### config.mk
export PLATFORM = sky130hd
export DESIGN_NAME = bounded_deque_with_search_top
export DESIGN_NICKNAME = d
export VERILOG_FILES = /design/src/hdl/bdeque_pkg.sv /design/src/hdl/bounded_deque_with_search_top.sv
export SDC_FILE = /design/constraint.sdc
export NUM_CORES = 1
export LEC_CHECK = 0
export BUFFER_PORTS_ARGS = -buffer_cell sky130_fd_sc_hd__buf_2
export CORE_ASPECT_RATIO = 0.5
export CORE_MARGIN = 5
export CORE_UTILIZATION = 50
export CTS_BUF_LIST = sky130_fd_sc_hd__clkbuf_4 sky130_fd_sc_hd__clkbuf_8 sky130_fd_sc_hd__clkbuf_16
export CTS_CLUSTER_SIZE = 14
export DETAILED_ROUTE_END_ITERATION = 7
export PLACE_DENSITY = 0.67
export SLEW_MARGIN = 20
export SYNTH_ARGS = -nofsm -noshare
export SYNTH_HDL_FRONTEND = slang
export SYNTH_SLANG_ARGS = --single-unit
### constraint.sdc
create_clock -name clk -period 9.4 [get_ports clk]
set_input_delay 1.88 -clock clk [delete_from_list [all_inputs] [get_ports clk]]
set_output_delay 1.88 -clock clk [all_outputs]
set_load 0.02 [all_outputs]
### src/hdl/bdeque_pkg.sv
// Shared definitions for the bounded deque with search.
// Holds operation codes, status codes and field widths; no dependencies.
package bdeque_pkg;

  localparam int DEPTH_DEF = 16;
  localparam int WORD_W    = 32;
  localparam int CNT_W     = 5;
  localparam int FUNC_W    = 3;
  localparam int STAT_W    = 2;

  localparam logic [CNT_W-1:0] CAP_RESET = 5'd16;

  localparam logic [FUNC_W-1:0] F_PUSH_FRONT = 3'd0;
  localparam logic [FUNC_W-1:0] F_PUSH_BACK  = 3'd1;
  localparam logic [FUNC_W-1:0] F_POP_BACK   = 3'd2;
  localparam logic [FUNC_W-1:0] F_POP_FRONT  = 3'd3;
  localparam logic [FUNC_W-1:0] F_SEARCH     = 3'd4;

  localparam logic [STAT_W-1:0] ST_DONE  = 2'd0;
  localparam logic [STAT_W-1:0] ST_FULL  = 2'd1;
  localparam logic [STAT_W-1:0] ST_EMPTY = 2'd2;

endpackage

### src/hdl/bounded_deque_with_search_top.sv
// Bounded deque with search: push/pop at both ends of a ring store, linear search.
// Pushes, pop front, pop back of the only word and other single-step cases go straight
// to emit; pop back passes read and check when words remain (one store read for the new back
// word); search passes read and check once per word visited. A result not yet taken holds
// the block in emit. Synchronous reset empties the list and sets capacity to 16; store contents
// are not cleared. Depends on bdeque_pkg.
module bounded_deque_with_search_top #(
  parameter int DEPTH = bdeque_pkg::DEPTH_DEF
) (
  input  logic                                clk,
  input  logic                                rst,
  input  logic                                cfg_wr_en,
  input  logic [bdeque_pkg::CNT_W-1:0]        cfg_wr_data,
  input  logic                                in_valid,
  output logic                                in_ready,
  input  logic [bdeque_pkg::FUNC_W-1:0]       func,
  input  logic signed [bdeque_pkg::WORD_W-1:0] value,
  output logic                                out_valid,
  input  logic                                out_ready,
  output logic [bdeque_pkg::STAT_W-1:0]       status,
  output logic signed [bdeque_pkg::WORD_W-1:0] popped_value,
  output logic                                found,
  output logic [bdeque_pkg::CNT_W-1:0]        count,
  output logic                                is_empty,
  output logic                                is_full,
  output logic signed [bdeque_pkg::WORD_W-1:0] last_value,
  output logic                                last_valid
);
  import bdeque_pkg::*;

  localparam int IW      = (DEPTH > 1) ? $clog2(DEPTH) : 1;
  localparam int SW      = ((IW > CNT_W) ? IW : CNT_W) + 1;
  localparam int CAP_MAX = (DEPTH < 31) ? DEPTH : 31;
  localparam logic [CNT_W-1:0] CAP_LIM   = CNT_W'(CAP_MAX);
  localparam logic [IW-1:0]    LAST_SLOT = IW'(DEPTH - 1);
  localparam logic [SW-1:0]    DEPTH_S   = SW'(DEPTH);

  typedef enum logic [2:0] {S_IDLE, S_READ, S_CHECK, S_EMIT} state_t;

  state_t                    state;
  logic [CNT_W-1:0]          capacity;
  logic [IW-1:0]             front_index;
  logic [CNT_W-1:0]          word_count;
  logic [CNT_W-1:0]          idx;
  logic                      is_search;
  logic signed [WORD_W-1:0]  last;
  logic signed [WORD_W-1:0]  popped;
  logic signed [WORD_W-1:0]  sval;
  logic [STAT_W-1:0]         st;
  logic                      fnd;

  logic signed [WORD_W-1:0]  mem [DEPTH];
  logic signed [WORD_W-1:0]  rdata;

  logic [CNT_W-1:0]          eff_cap;
  logic                      cap_full;
  logic                      accept;
  logic [CNT_W-1:0]          slot_idx;
  logic [SW-1:0]             slot_sum;
  logic [IW-1:0]             slot_addr;
  logic [IW-1:0]             front_dec;
  logic [IW-1:0]             front_inc;
  logic                      mem_we;
  logic [IW-1:0]             mem_waddr;

  assign in_ready = (state == S_IDLE);
  assign accept   = in_valid && in_ready;
  assign eff_cap  = (capacity > CAP_LIM) ? CAP_LIM : capacity;
  assign cap_full = (word_count >= eff_cap);

  // Shared ring-slot adder: the back slot for push back, otherwise the walk index.
  always_comb begin
    slot_idx  = (state == S_IDLE) ? word_count : idx;
    slot_sum  = SW'(front_index) + SW'(slot_idx);
    slot_addr = (slot_sum >= DEPTH_S) ? IW'(slot_sum - DEPTH_S) : IW'(slot_sum);
    front_dec = (front_index == '0) ? LAST_SLOT : front_index - 1'b1;
    front_inc = (front_index == LAST_SLOT) ? '0 : front_index + 1'b1;
    mem_we    = accept && !cap_full && ((func == F_PUSH_FRONT) || (func == F_PUSH_BACK));
    mem_waddr = (func == F_PUSH_FRONT) ? front_dec : slot_addr;
  end

  always_ff @(posedge clk) begin
    if (mem_we) begin
      mem[mem_waddr] <= value;
    end
    rdata <= mem[slot_addr];
  end

  always_ff @(posedge clk) begin
    if (rst) begin
      state       <= S_IDLE;
      capacity    <= CAP_RESET;
      front_index <= '0;
      word_count  <= '0;
      out_valid   <= 1'b0;
    end else begin
      if (cfg_wr_en) begin
        capacity <= cfg_wr_data;
      end
      // In emit, a taken result is replaced by the new one below.
      if (out_valid && out_ready && (state != S_EMIT)) begin
        out_valid <= 1'b0;
      end
      case (state)
        S_IDLE: begin
          if (accept) begin
            st     <= ST_DONE;
            popped <= '0;
            fnd    <= 1'b0;
            sval   <= value;
            state  <= S_EMIT;
            case (func)
              F_PUSH_FRONT: begin
                if (cap_full) begin
                  st <= ST_FULL;
                end else begin
                  front_index <= front_dec;
                  word_count  <= word_count + 1'b1;
                  // The front word is also the back word only when the list was empty.
                  if (word_count == '0) begin
                    last <= value;
                  end
                end
              end
              F_PUSH_BACK: begin
                if (cap_full) begin
                  st <= ST_FULL;
                end else begin
                  word_count <= word_count + 1'b1;
                  last       <= value;
                end
              end
              F_POP_BACK: begin
                if (word_count == '0) begin
                  st <= ST_EMPTY;
                end else begin
                  popped     <= last;
                  word_count <= word_count - 1'b1;
                  // Fetch the new back word from the store when words remain.
                  if (word_count > CNT_W'(1)) begin
                    idx       <= word_count - CNT_W'(2);
                    is_search <= 1'b0;
                    state     <= S_READ;
                  end
                end
              end
              F_POP_FRONT: begin
                if (word_count == '0) begin
                  st <= ST_EMPTY;
                end else begin
                  front_index <= front_inc;
                  word_count  <= word_count - 1'b1;
                end
              end
              F_SEARCH: begin
                if (word_count != '0) begin
                  idx       <= '0;
                  is_search <= 1'b1;
                  state     <= S_READ;
                end
              end
              default: begin
              end
            endcase
          end
        end
        S_READ: begin
          state <= S_CHECK;
        end
        S_CHECK: begin
          if (!is_search) begin
            last  <= rdata;
            state <= S_EMIT;
          end else if (rdata == sval) begin
            fnd   <= 1'b1;
            state <= S_EMIT;
          end else if (idx == word_count - 1'b1) begin
            state <= S_EMIT;
          end else begin
            idx   <= idx + 1'b1;
            state <= S_READ;
          end
        end
        S_EMIT: begin
          if (!out_valid || out_ready) begin
            out_valid    <= 1'b1;
            status       <= st;
            popped_value <= popped;
            found        <= fnd;
            count        <= word_count;
            is_empty     <= (word_count == '0);
            is_full      <= cap_full;
            last_value   <= (word_count != '0) ? last : '0;
            last_valid   <= (word_count != '0);
            state        <= S_IDLE;
          end
        end
        default: begin
          state <= S_IDLE;
        end
      endcase
    end
  end

endmodule
-- Yosys cells after proc, flatten, opt, wreduce, memory -nomap -nowiden
Memory sizes are Yosys's and may differ from the RTL's. A register that Yosys moved wholly into a read port is not among the register bits.
Cells that the tools add are included.
- reductions and logical operators: 30
- add/subtract/negate cells: 8
- equal/unequal tests: 33
- magnitude comparators: 4
- muxes and demuxes: 54
- bitwise operators: 2
- operators with widths (kind ; number):
    32-bit two-way mux ; 5
    32-bit case mux with 2 select lines ; 2
    5-bit two-way mux ; 11
    32-bit equality test ; 1
    5-bit case mux with 2 select lines ; 3
    2-bit != test (second input constant) ; 13
    4-bit two-way mux ; 6
    3-bit != test (second input constant) ; 5
    5-bit AND reduction ; 3
    2-bit two-way mux ; 7
    3-bit by 2-bit equality test with 1-bit output (second input constant) ; 4
    1-bit two-way mux ; 12
    3-bit case mux with 4 select lines ; 1
    5-bit by 1-bit adder with 5-bit output (second input constant) ; 2
    10-bit AND reduction ; 1
    2-bit case mux with 2 select lines ; 2
    4-bit case mux with 2 select lines ; 1
    8-bit AND reduction ; 1
    2-bit nonzero test ; 4
    4-bit by 1-bit subtractor with 4-bit output (second input constant) ; 2
    7-bit AND reduction ; 1
    4-bit by 5-bit adder with 6-bit output ; 1
    3-bit by 1-bit equality test with 1-bit output (second input constant) ; 2
    6-bit by 5-bit >= comparator with 1-bit output (second input constant) ; 1
    25 further kinds ; 40
- memories: 1
- word-level logic and storage cells: 152
- register bits after elaboration: 198
- input port bits: 45
- bits in writable memories: 512
- output and inout bits: 77
- memory list (memory ; words ; width ; read ports ; clocked after Yosys merged registers in ; wr ports ; RTL line ; text):
    mem ; 16 ; 32 ; 1 ; 1 ; 1 ; bounded_deque_with_search_top.sv:52 ; logic signed [WORD_W-1:0] mem [DEPTH];

-- Longest topological paths before layout
Gate-level depths: netlist of run 1.
- depth in word-level cells: 8
- gate-level depth with buffers: 10

-- Least setup slack after synthesis of run 1
No wires, ideal clock.
- path type: input to register
- start: input port rst
- end: register count[0] in the netlist's numbering (enable)
- required time: 8.784 ns
- library setup time: 0.616 ns
- stages: 2
- data arrival time: 7.587 ns
- slack: 1.197 ns
- cell sequence: clkbuf_1 > nor3b_1
- word-level cells in the longest chain between the ends: 2
- ends and longest elaborated chain (element ; RTL line ; text):
    start, declared ; bounded_deque_with_search_top.sv:11 ; input logic rst,
    1-bit inverter (no source line) ; -- ;
    3-bit AND reduction (no source line) ; -- ;
    end signal, assigned ; bounded_deque_with_search_top.sv:190 ; count <= word_count;
    end, declared ; bounded_deque_with_search_top.sv:23 ; output logic [bdeque_pkg::CNT_W-1:0] count,
Every way passes these cells.
A chain may end at the register's enable or synchronous reset.

-- Worst setup path after layout of run 1
- start: input port func[1] in the netlist's numbering
- end: memory mem[4][6] (enable)
- word-level cells in the longest chain between the ends: 5
- elaborated cells between the ends (all ways): 7
- classes of those cells: 1 x eq/ne; 3 x mux; 3 x reduce/logical
- ends and longest elaborated chain (element ; RTL line ; text):
    start, declared ; bounded_deque_with_search_top.sv:16 ; input logic [bdeque_pkg::FUNC_W-1:0] func,
    3-bit by 1-bit equality test with 1-bit output or 3-bit logical NOT (tied branches) ; bounded_deque_with_search_top.sv:78, bounded_deque_with_search_top.sv:79 ;
    1-bit logical OR ; bounded_deque_with_search_top.sv:78 ; mem_we = accept && !cap_full && ((func == F_PUSH_FRONT) || (func == F_PUSH_BACK));
    1-bit logical AND ; bounded_deque_with_search_top.sv:78 ;
    1-bit two-way mux ; bounded_deque_with_search_top.sv:83 ; if (mem_we) begin
    1-bit two-way mux (implied by the code) ; bounded_deque_with_search_top.sv:84 ; mem[mem_waddr] <= value;
    end, declared ; bounded_deque_with_search_top.sv:52 ;
Parallel ways exist; a longest one is shown, timed or not.

==> run metrics, run 1 <==
synth top area cells=edfxtp_1 74%, mux4_2 12%, dfxtp_1 3.5%, nand2_1 1.6%, nor2b_1 1.5%; outcome=finished clean; Post-Route Setup TNS=0 ps; number of synthesized flops with an enable pin=692; Die Y-Extent=between 150 and 200 um; CP max FO=32; Overflow after GRT=0; RSZ-0062 raised after global routing=no; crit-path cells=buf_2 -> nor3_2 -> nand3_1 -> o21ai_0 -> nor4b_1 -> nand2_1 -> nor2_4; Post-DP Area=just under 30000 sq um; P per Cell Area=between 200 and 250 nW/um^2; area leader, netlist=edfxtp_1; gpl congestion=a little under 0.9; Max Slew Vio Count=0; Critical Path AT=about 4800 ps; leakage power=just over 0.01 uW; Routed WL per cell=roughly 26 um; crit share post-route=0.487; most frequent cells in the layout=692 x edfxtp_1, 156 x mux4_2, 121 x buf_2; Period minus WS final=4580 ps; CTS tree=yes; Sink Count=roughly 740; dpl hpwl=between 30000 and 40000 um; DRT iter0 DRCs=1492; first-pass GRT wire length=~90000 um; # placed instances=2215; average instance area after synthesis=around 20 sq um; clk root buf=clkbuf_16; worst slew pin tran=around 1100 ps; Fin. Hold Viols=0; Netlist cell types=61; Post-Syn Nets=about 1.4k; drt pass-1 iters=5; Fmax achieved=around 220 MHz; Post-Route Skew=between 20 and 25 ps; vias in the first global route=13.6k; critical path type=input port to flop; worst path required time=around 9600 ps; clk_lat worst skew=590 ps; DRC Markers=0; post-cts hold buffer count=0; H-tree depth=3; Yosys Warn Count=0; die footprint=about 62000 sq um; Gates resized, CTS repair=0; All-Layer GR Usage=0.200; CTS Buffer Depth=3; CP top delay family=simple AND/OR/NAND/NOR gates; Final ANT Viol Nets=0; FF+latch area=roughly 22000 sq um; Post-CTS Setup Inserts=0; worst rel slew slack=0.279; largest net degree at the start of global routing=76; fin cells=approximately 2.3k; filler cell count=4068; leading cell type in the layout, fill and taps excluded=edfxtp_1; initial antenna violation count=3; drt total wl=roughly 61000 um; Layout Area Growth over Synthesis=12.8%; Starting Density=0.507; row count=between 60 and 70; Die Wd=roughly 350 um; Worst Path Buf+Inv=1; Num CTS Buffers=67; post-route setup slack=about 4800 ps; Critical Path Start Type=input port; Final Net Count=around 1.6k; vias per cell=approximately 6; Post-Synthesis Cells=between 1k and 1.5k; share of layout cells above drive strength 1=0.270; predominant post-synthesis flop cell=edfxtp_1; CP max stage cell=nor2_4; Netlist Area Pre-Place=~28000 sq um; I/O pin count=~120; asr flop ratio synth=0; Max stage delay on crit path=940 ps; Critical Path Sink Type=flop; #FFs+latches synth=between 700 and 800; Max Cap Violations=0; share of the synthesized area in the top cell type=0.736; Place WS=about 4000 ps; fin area=31900 sq um; VDD IR-drop max=about 110 uV; Hold Crit Class=flop to flop; sequential area share after synthesis=0.770; Port-buffer cells=121; Util after Layout=0.572; Worst-path clk slew=60 ps; Multi-input gate area=roughly 6300 sq um; Final setup violation count=0; via count=around 14k; Core Area=around 56000 sq um
[worst paths after layout]
| check | cells past startpoint | startpoint | endpoint | slack [ps] |
|---|---|---|---|---|
| max | 7 | func[1] | mem[4][6]$_DFFE_PP_ | 4820 |
| min | 0 | popped[25]$_SDFFCE_PP0P_ | popped_value[25]$_DFFE_PP_ | 420 |
| max reg2reg | 10 | state[1]$_SDFFE_PP0P_ | mem[13][6]$_DFFE_PP_ | 5020 |
| min reg2reg | 0 | popped[25]$_SDFFCE_PP0P_ | popped_value[25]$_DFFE_PP_ | 420 |
[metrics by stage]
stage	power [uW]	hold WS, ps
floorplan	4360	400
global placement	4670	400
detailed placement	4690	405
CTS	7250	418
global route	7450	421
finish	7210	418
[area by class of cell]
class	count	share of cell area
inverter	12	0.00141
tap	756	0.0297
multi-input combinational	571	0.199
antenna	2	0.000157
clock buffer	90	0.0591
sequential	741	0.683
clock inverter	24	0.00518
timing repair buffer	135	0.0223
[state kept, by name, indices dropped and copies added, names as in the netlist, 32 cells and up]
| signal | flops |
|---|---|
| mem | 512 |
| popped_value | 32 |
| popped | 32 |
| last_value | 32 |
| last | 32 |
| rdata | 32 |
| sval | 32 |
[synth_stat cells, types with 6 or more instances]
library cell and instances:
edfxtp_1 692, mux4_2 156, nand2_1 118, nor2b_1 67, dfxtp_1 49, clkbuf_1 37
xor2_1 37, nor2_1 36, ha_1 19, buf_2 16, a21oi_1 15, xnor2_1 13
inv_1 12, nor4_1 9, o21ai_0 9, nor3_1 7, mux2i_1 6, o31ai_1 6
or3_1 6
[layer usage]
layer	routed length, um	track usage	vias to the layer above
li1	-	-	5817
met1	28500	0.325	7112
met2	24500	0.259	617
met3	7580	0.0706	77
met4	817	0.0392	4
met5	34	0	-
[where the power goes]
part	total [uW]	internal [uW]	leakage, uW	switching (uW)
clock	2580	1440	0.00103	1140
sequential	3830	3720	0.00664	116
combinational	800	342	0.00266	458
total	7210	5500	0.0103	1720
[kinds of logic (layout without fill, tap and decap cells)]
group / count (synthesis) / in the layout / synth area share
buffers and inverters: 72 / 261 / 0.0111
adder cells (fa/ha/maj): 20 / 20 / 0.00912
flip-flops: 741 / 741 / 0.770
multiplexers: 169 / 169 / 0.131
XOR/XNOR: 51 / 51 / 0.0163
other: 0 / 2 / 0
AND/OR/NAND/NOR: 271 / 271 / 0.0469
AO/OA/AOI/OAI: 60 / 60 / 0.0148
Power figures use the tool's default switching activity.
==> run 2, diff against run 1 <==
--- a/config.mk
+++ b/config.mk
@@ -12,7 +12,7 @@
 export CTS_BUF_LIST = sky130_fd_sc_hd__clkbuf_4 sky130_fd_sc_hd__clkbuf_8 sky130_fd_sc_hd__clkbuf_16
 export CTS_CLUSTER_SIZE = 14
 export DETAILED_ROUTE_END_ITERATION = 7
-export PLACE_DENSITY = 0.67
+export PLACE_DENSITY = 0.69
 export SLEW_MARGIN = 20
 export SYNTH_ARGS = -nofsm -noshare
 export SYNTH_HDL_FRONTEND = slang
==> constraint.sdc (replaced) <==
create_clock -name clk -period 4 [get_ports clk]
set_input_delay 0.8 -clock clk [delete_from_list [all_inputs] [get_ports clk]]
set_output_delay 0.8 -clock clk [all_outputs]
set_load 0.02 [all_outputs]
==> run 2 against run 1 <==
  * Die area stayed put
  * Critical endpoint is now rdata[24]$_DFF_P_
  * Critical path depth stayed put
  * Hold slack worse by 5.9 ps
  * Clock power is 140% higher
  * Count of clock-buffer cells in the layout is 11 higher
==> run metrics, run 2 (synthesized netlist as in run 1, its figures left out) <==
P per Cell Area=520 nW/um^2; Gates resized, CTS repair=0; leading cell type in the layout, fill and taps excluded=edfxtp_1; Hold Path Stages=0; drt total wl=approximately 63000 um; clk root buf=clkbuf_16; Core Area=55700 sq um; Overflow after GRT=0; most frequent cells in the layout=692 x edfxtp_1, 156 x mux4_2, 121 x buf_2; Place WS=about 410 ps; Final setup violation count=0; outcome=finished clean; CTS Buffer Depth=3; vias per cell=just under 6; share of layout cells above drive strength 1=0.292; net switching power figure=approximately 3900 uW; Hold Crit Class=flop to flop; CP max FO=44; Period minus WS final=about 3600 ps; Critical Path Sink Type=flop; Post-Route Skew=~18 ps; CTS tree=yes; Max Cap Violations=0; leakage power=0.0106 uW; Reg power frac=0.527; Num CTS Buffers=67; first-pass GRT wire length=93900 um; I/O pin count=122; gpl congestion=around 0.84; Die Wd=346 um; Reg with most FFs=mem; clk_lat worst skew=590 ps; Die Y-Extent=178 um; RSZ-0062 raised after global routing=no; initial antenna violation count=10; Sink Count=741; die footprint=around 62000 sq um; row count=between 60 and 70; H-tree depth=3; r2r setup slk=380 ps; Final Net Count=1629; Fin Hold WS=roughly 410 ps; post-route setup slack=380 ps; Comb power frac=0.109; Post-CTS Setup Inserts=0; hold_sp=popped[12]$_SDFFCE_PP0P_; via count=roughly 14k; Clock Power Share=0.364; filler cell count=~4k; vias in the first global route=around 14k; R2R depth=7; DRT iter0 DRCs=between 1k and 1.5k; critical path type=flop to flop; Fmax achieved=between 200 and 300 MHz; largest net degree at the start of global routing=85; DRC Markers=0; worst path required time=between 4000 and 5000 ps; Final ANT Viol Nets=0; Max Slew Vio Count=0; drt pass-1 iters=5; Port-buffer cells=121; Worst-path clk slew=around 60 ps; All-Layer GR Usage=0.207; worst rel slew slack=0.412; crit share post-route=0.905; internal power=roughly 13000 uW; VDD IR-drop max=312 uV; sw frac=0.229; dpl hpwl=36500 um; Routed WL per cell=~26 um; worst r2r src=state[1]$_SDFFE_PP0P_; Layout Area Growth over Synthesis=14.7%; worst slew pin tran=between 800 and 900 ps; Starting Density=0.507; Fin. Hold Viols=0; post-cts hold buffer count=0; Multi-input gate area=around 6300 sq um; endpoint of the lowest-slack register-to-register path=rdata[24]$_DFF_P_; number of flip-flops in the largest register=between 500 and 600; Hold EP=popped_value[12]$_DFFE_PP_; Critical Path Start Type=flop; Critical Path AT=roughly 4000 ps; FF+latch area=between 20000 and 25000 sq um
-- run 2: through the flow --
step | instance area [sq um] | std cells | TNS (ps) | total power [uW] | utilization
finish | 32400 | 2371 | 0 | 16900 | 0.582
global route | 32400 | 2371 | 0 | 17500 | 0.582
CTS | 32400 | 2370 | 0 | 17000 | 0.582
detailed placement | 30300 | 2251 | 0 | 10900 | 0.544
global placement | 30300 | 2251 | 0 | 10800 | 0.544
floorplan | 28300 | 1384 | -106480 | 10300 | -
-- run 2: layer usage --
layer  wire length [um]  global-route usage
met1              26400               0.300
met2              29000               0.320
met3               6030              0.0547
met4               1230              0.0525
met5                 62                   0
-- run 2: critical path: stages, from the launching register on --
cell and delay [ps]:
dfxtp_1 390, nor2_4 230, mux2_2 390, ha_4 170
fa_4 840, buf_4 530, mux4_2 410, mux4_2 490
-- run 2: how the worst max path moves through the flow --
| stage | endpoint | cells past startpoint | slack, ps | start |
|---|---|---|---|---|
| floorplan | mem[9][0]$_DFFE_PP_ | 10 | -390 | state[1]$_SDFFE_PP0P_ |
| global placement | mem[4][17]$_DFFE_PP_ | 9 | 430 | func[1] |
| detailed placement | rdata[18]$_DFF_P_ | 7 | 410 | state[1]$_SDFFE_PP0P_ |
| CTS | rdata[24]$_DFF_P_ | 7 | 420 | state[1]$_SDFFE_PP0P_ |
| global route | mem[13][25]$_DFFE_PP_ | 10 | 260 | state[1]$_SDFFE_PP0P_ |
| finish | rdata[24]$_DFF_P_ | 7 | 380 | state[1]$_SDFFE_PP0P_ |
-- run 2: layout make-up --
cell class                      count  area share
Inverter                           12     0.00139
Clock inverter                     18     0.00382
Multi-Input combinational cell    571       0.196
Sequential cell                   741       0.672
Timing Repair Buffer              171      0.0372
Clock buffer                      101      0.0609
Tap cell                          756      0.0292
Antenna cell                        1   0.0000772
-- run 2: power by group through the flow --
| stage | combinational (uW) | sequential [uW] | clock [uW] |
|---|---|---|---|
| after CTS | 1850 | 8880 | 6250 |
| after floorplan | 1240 | 9020 | 0 |
| after detailed placement | 1840 | 9050 | 0 |
| after global placement | 1790 | 9040 | 0 |
| final | 1840 | 8880 | 6140 |
| after global routing | 1970 | 8900 | 6620 |
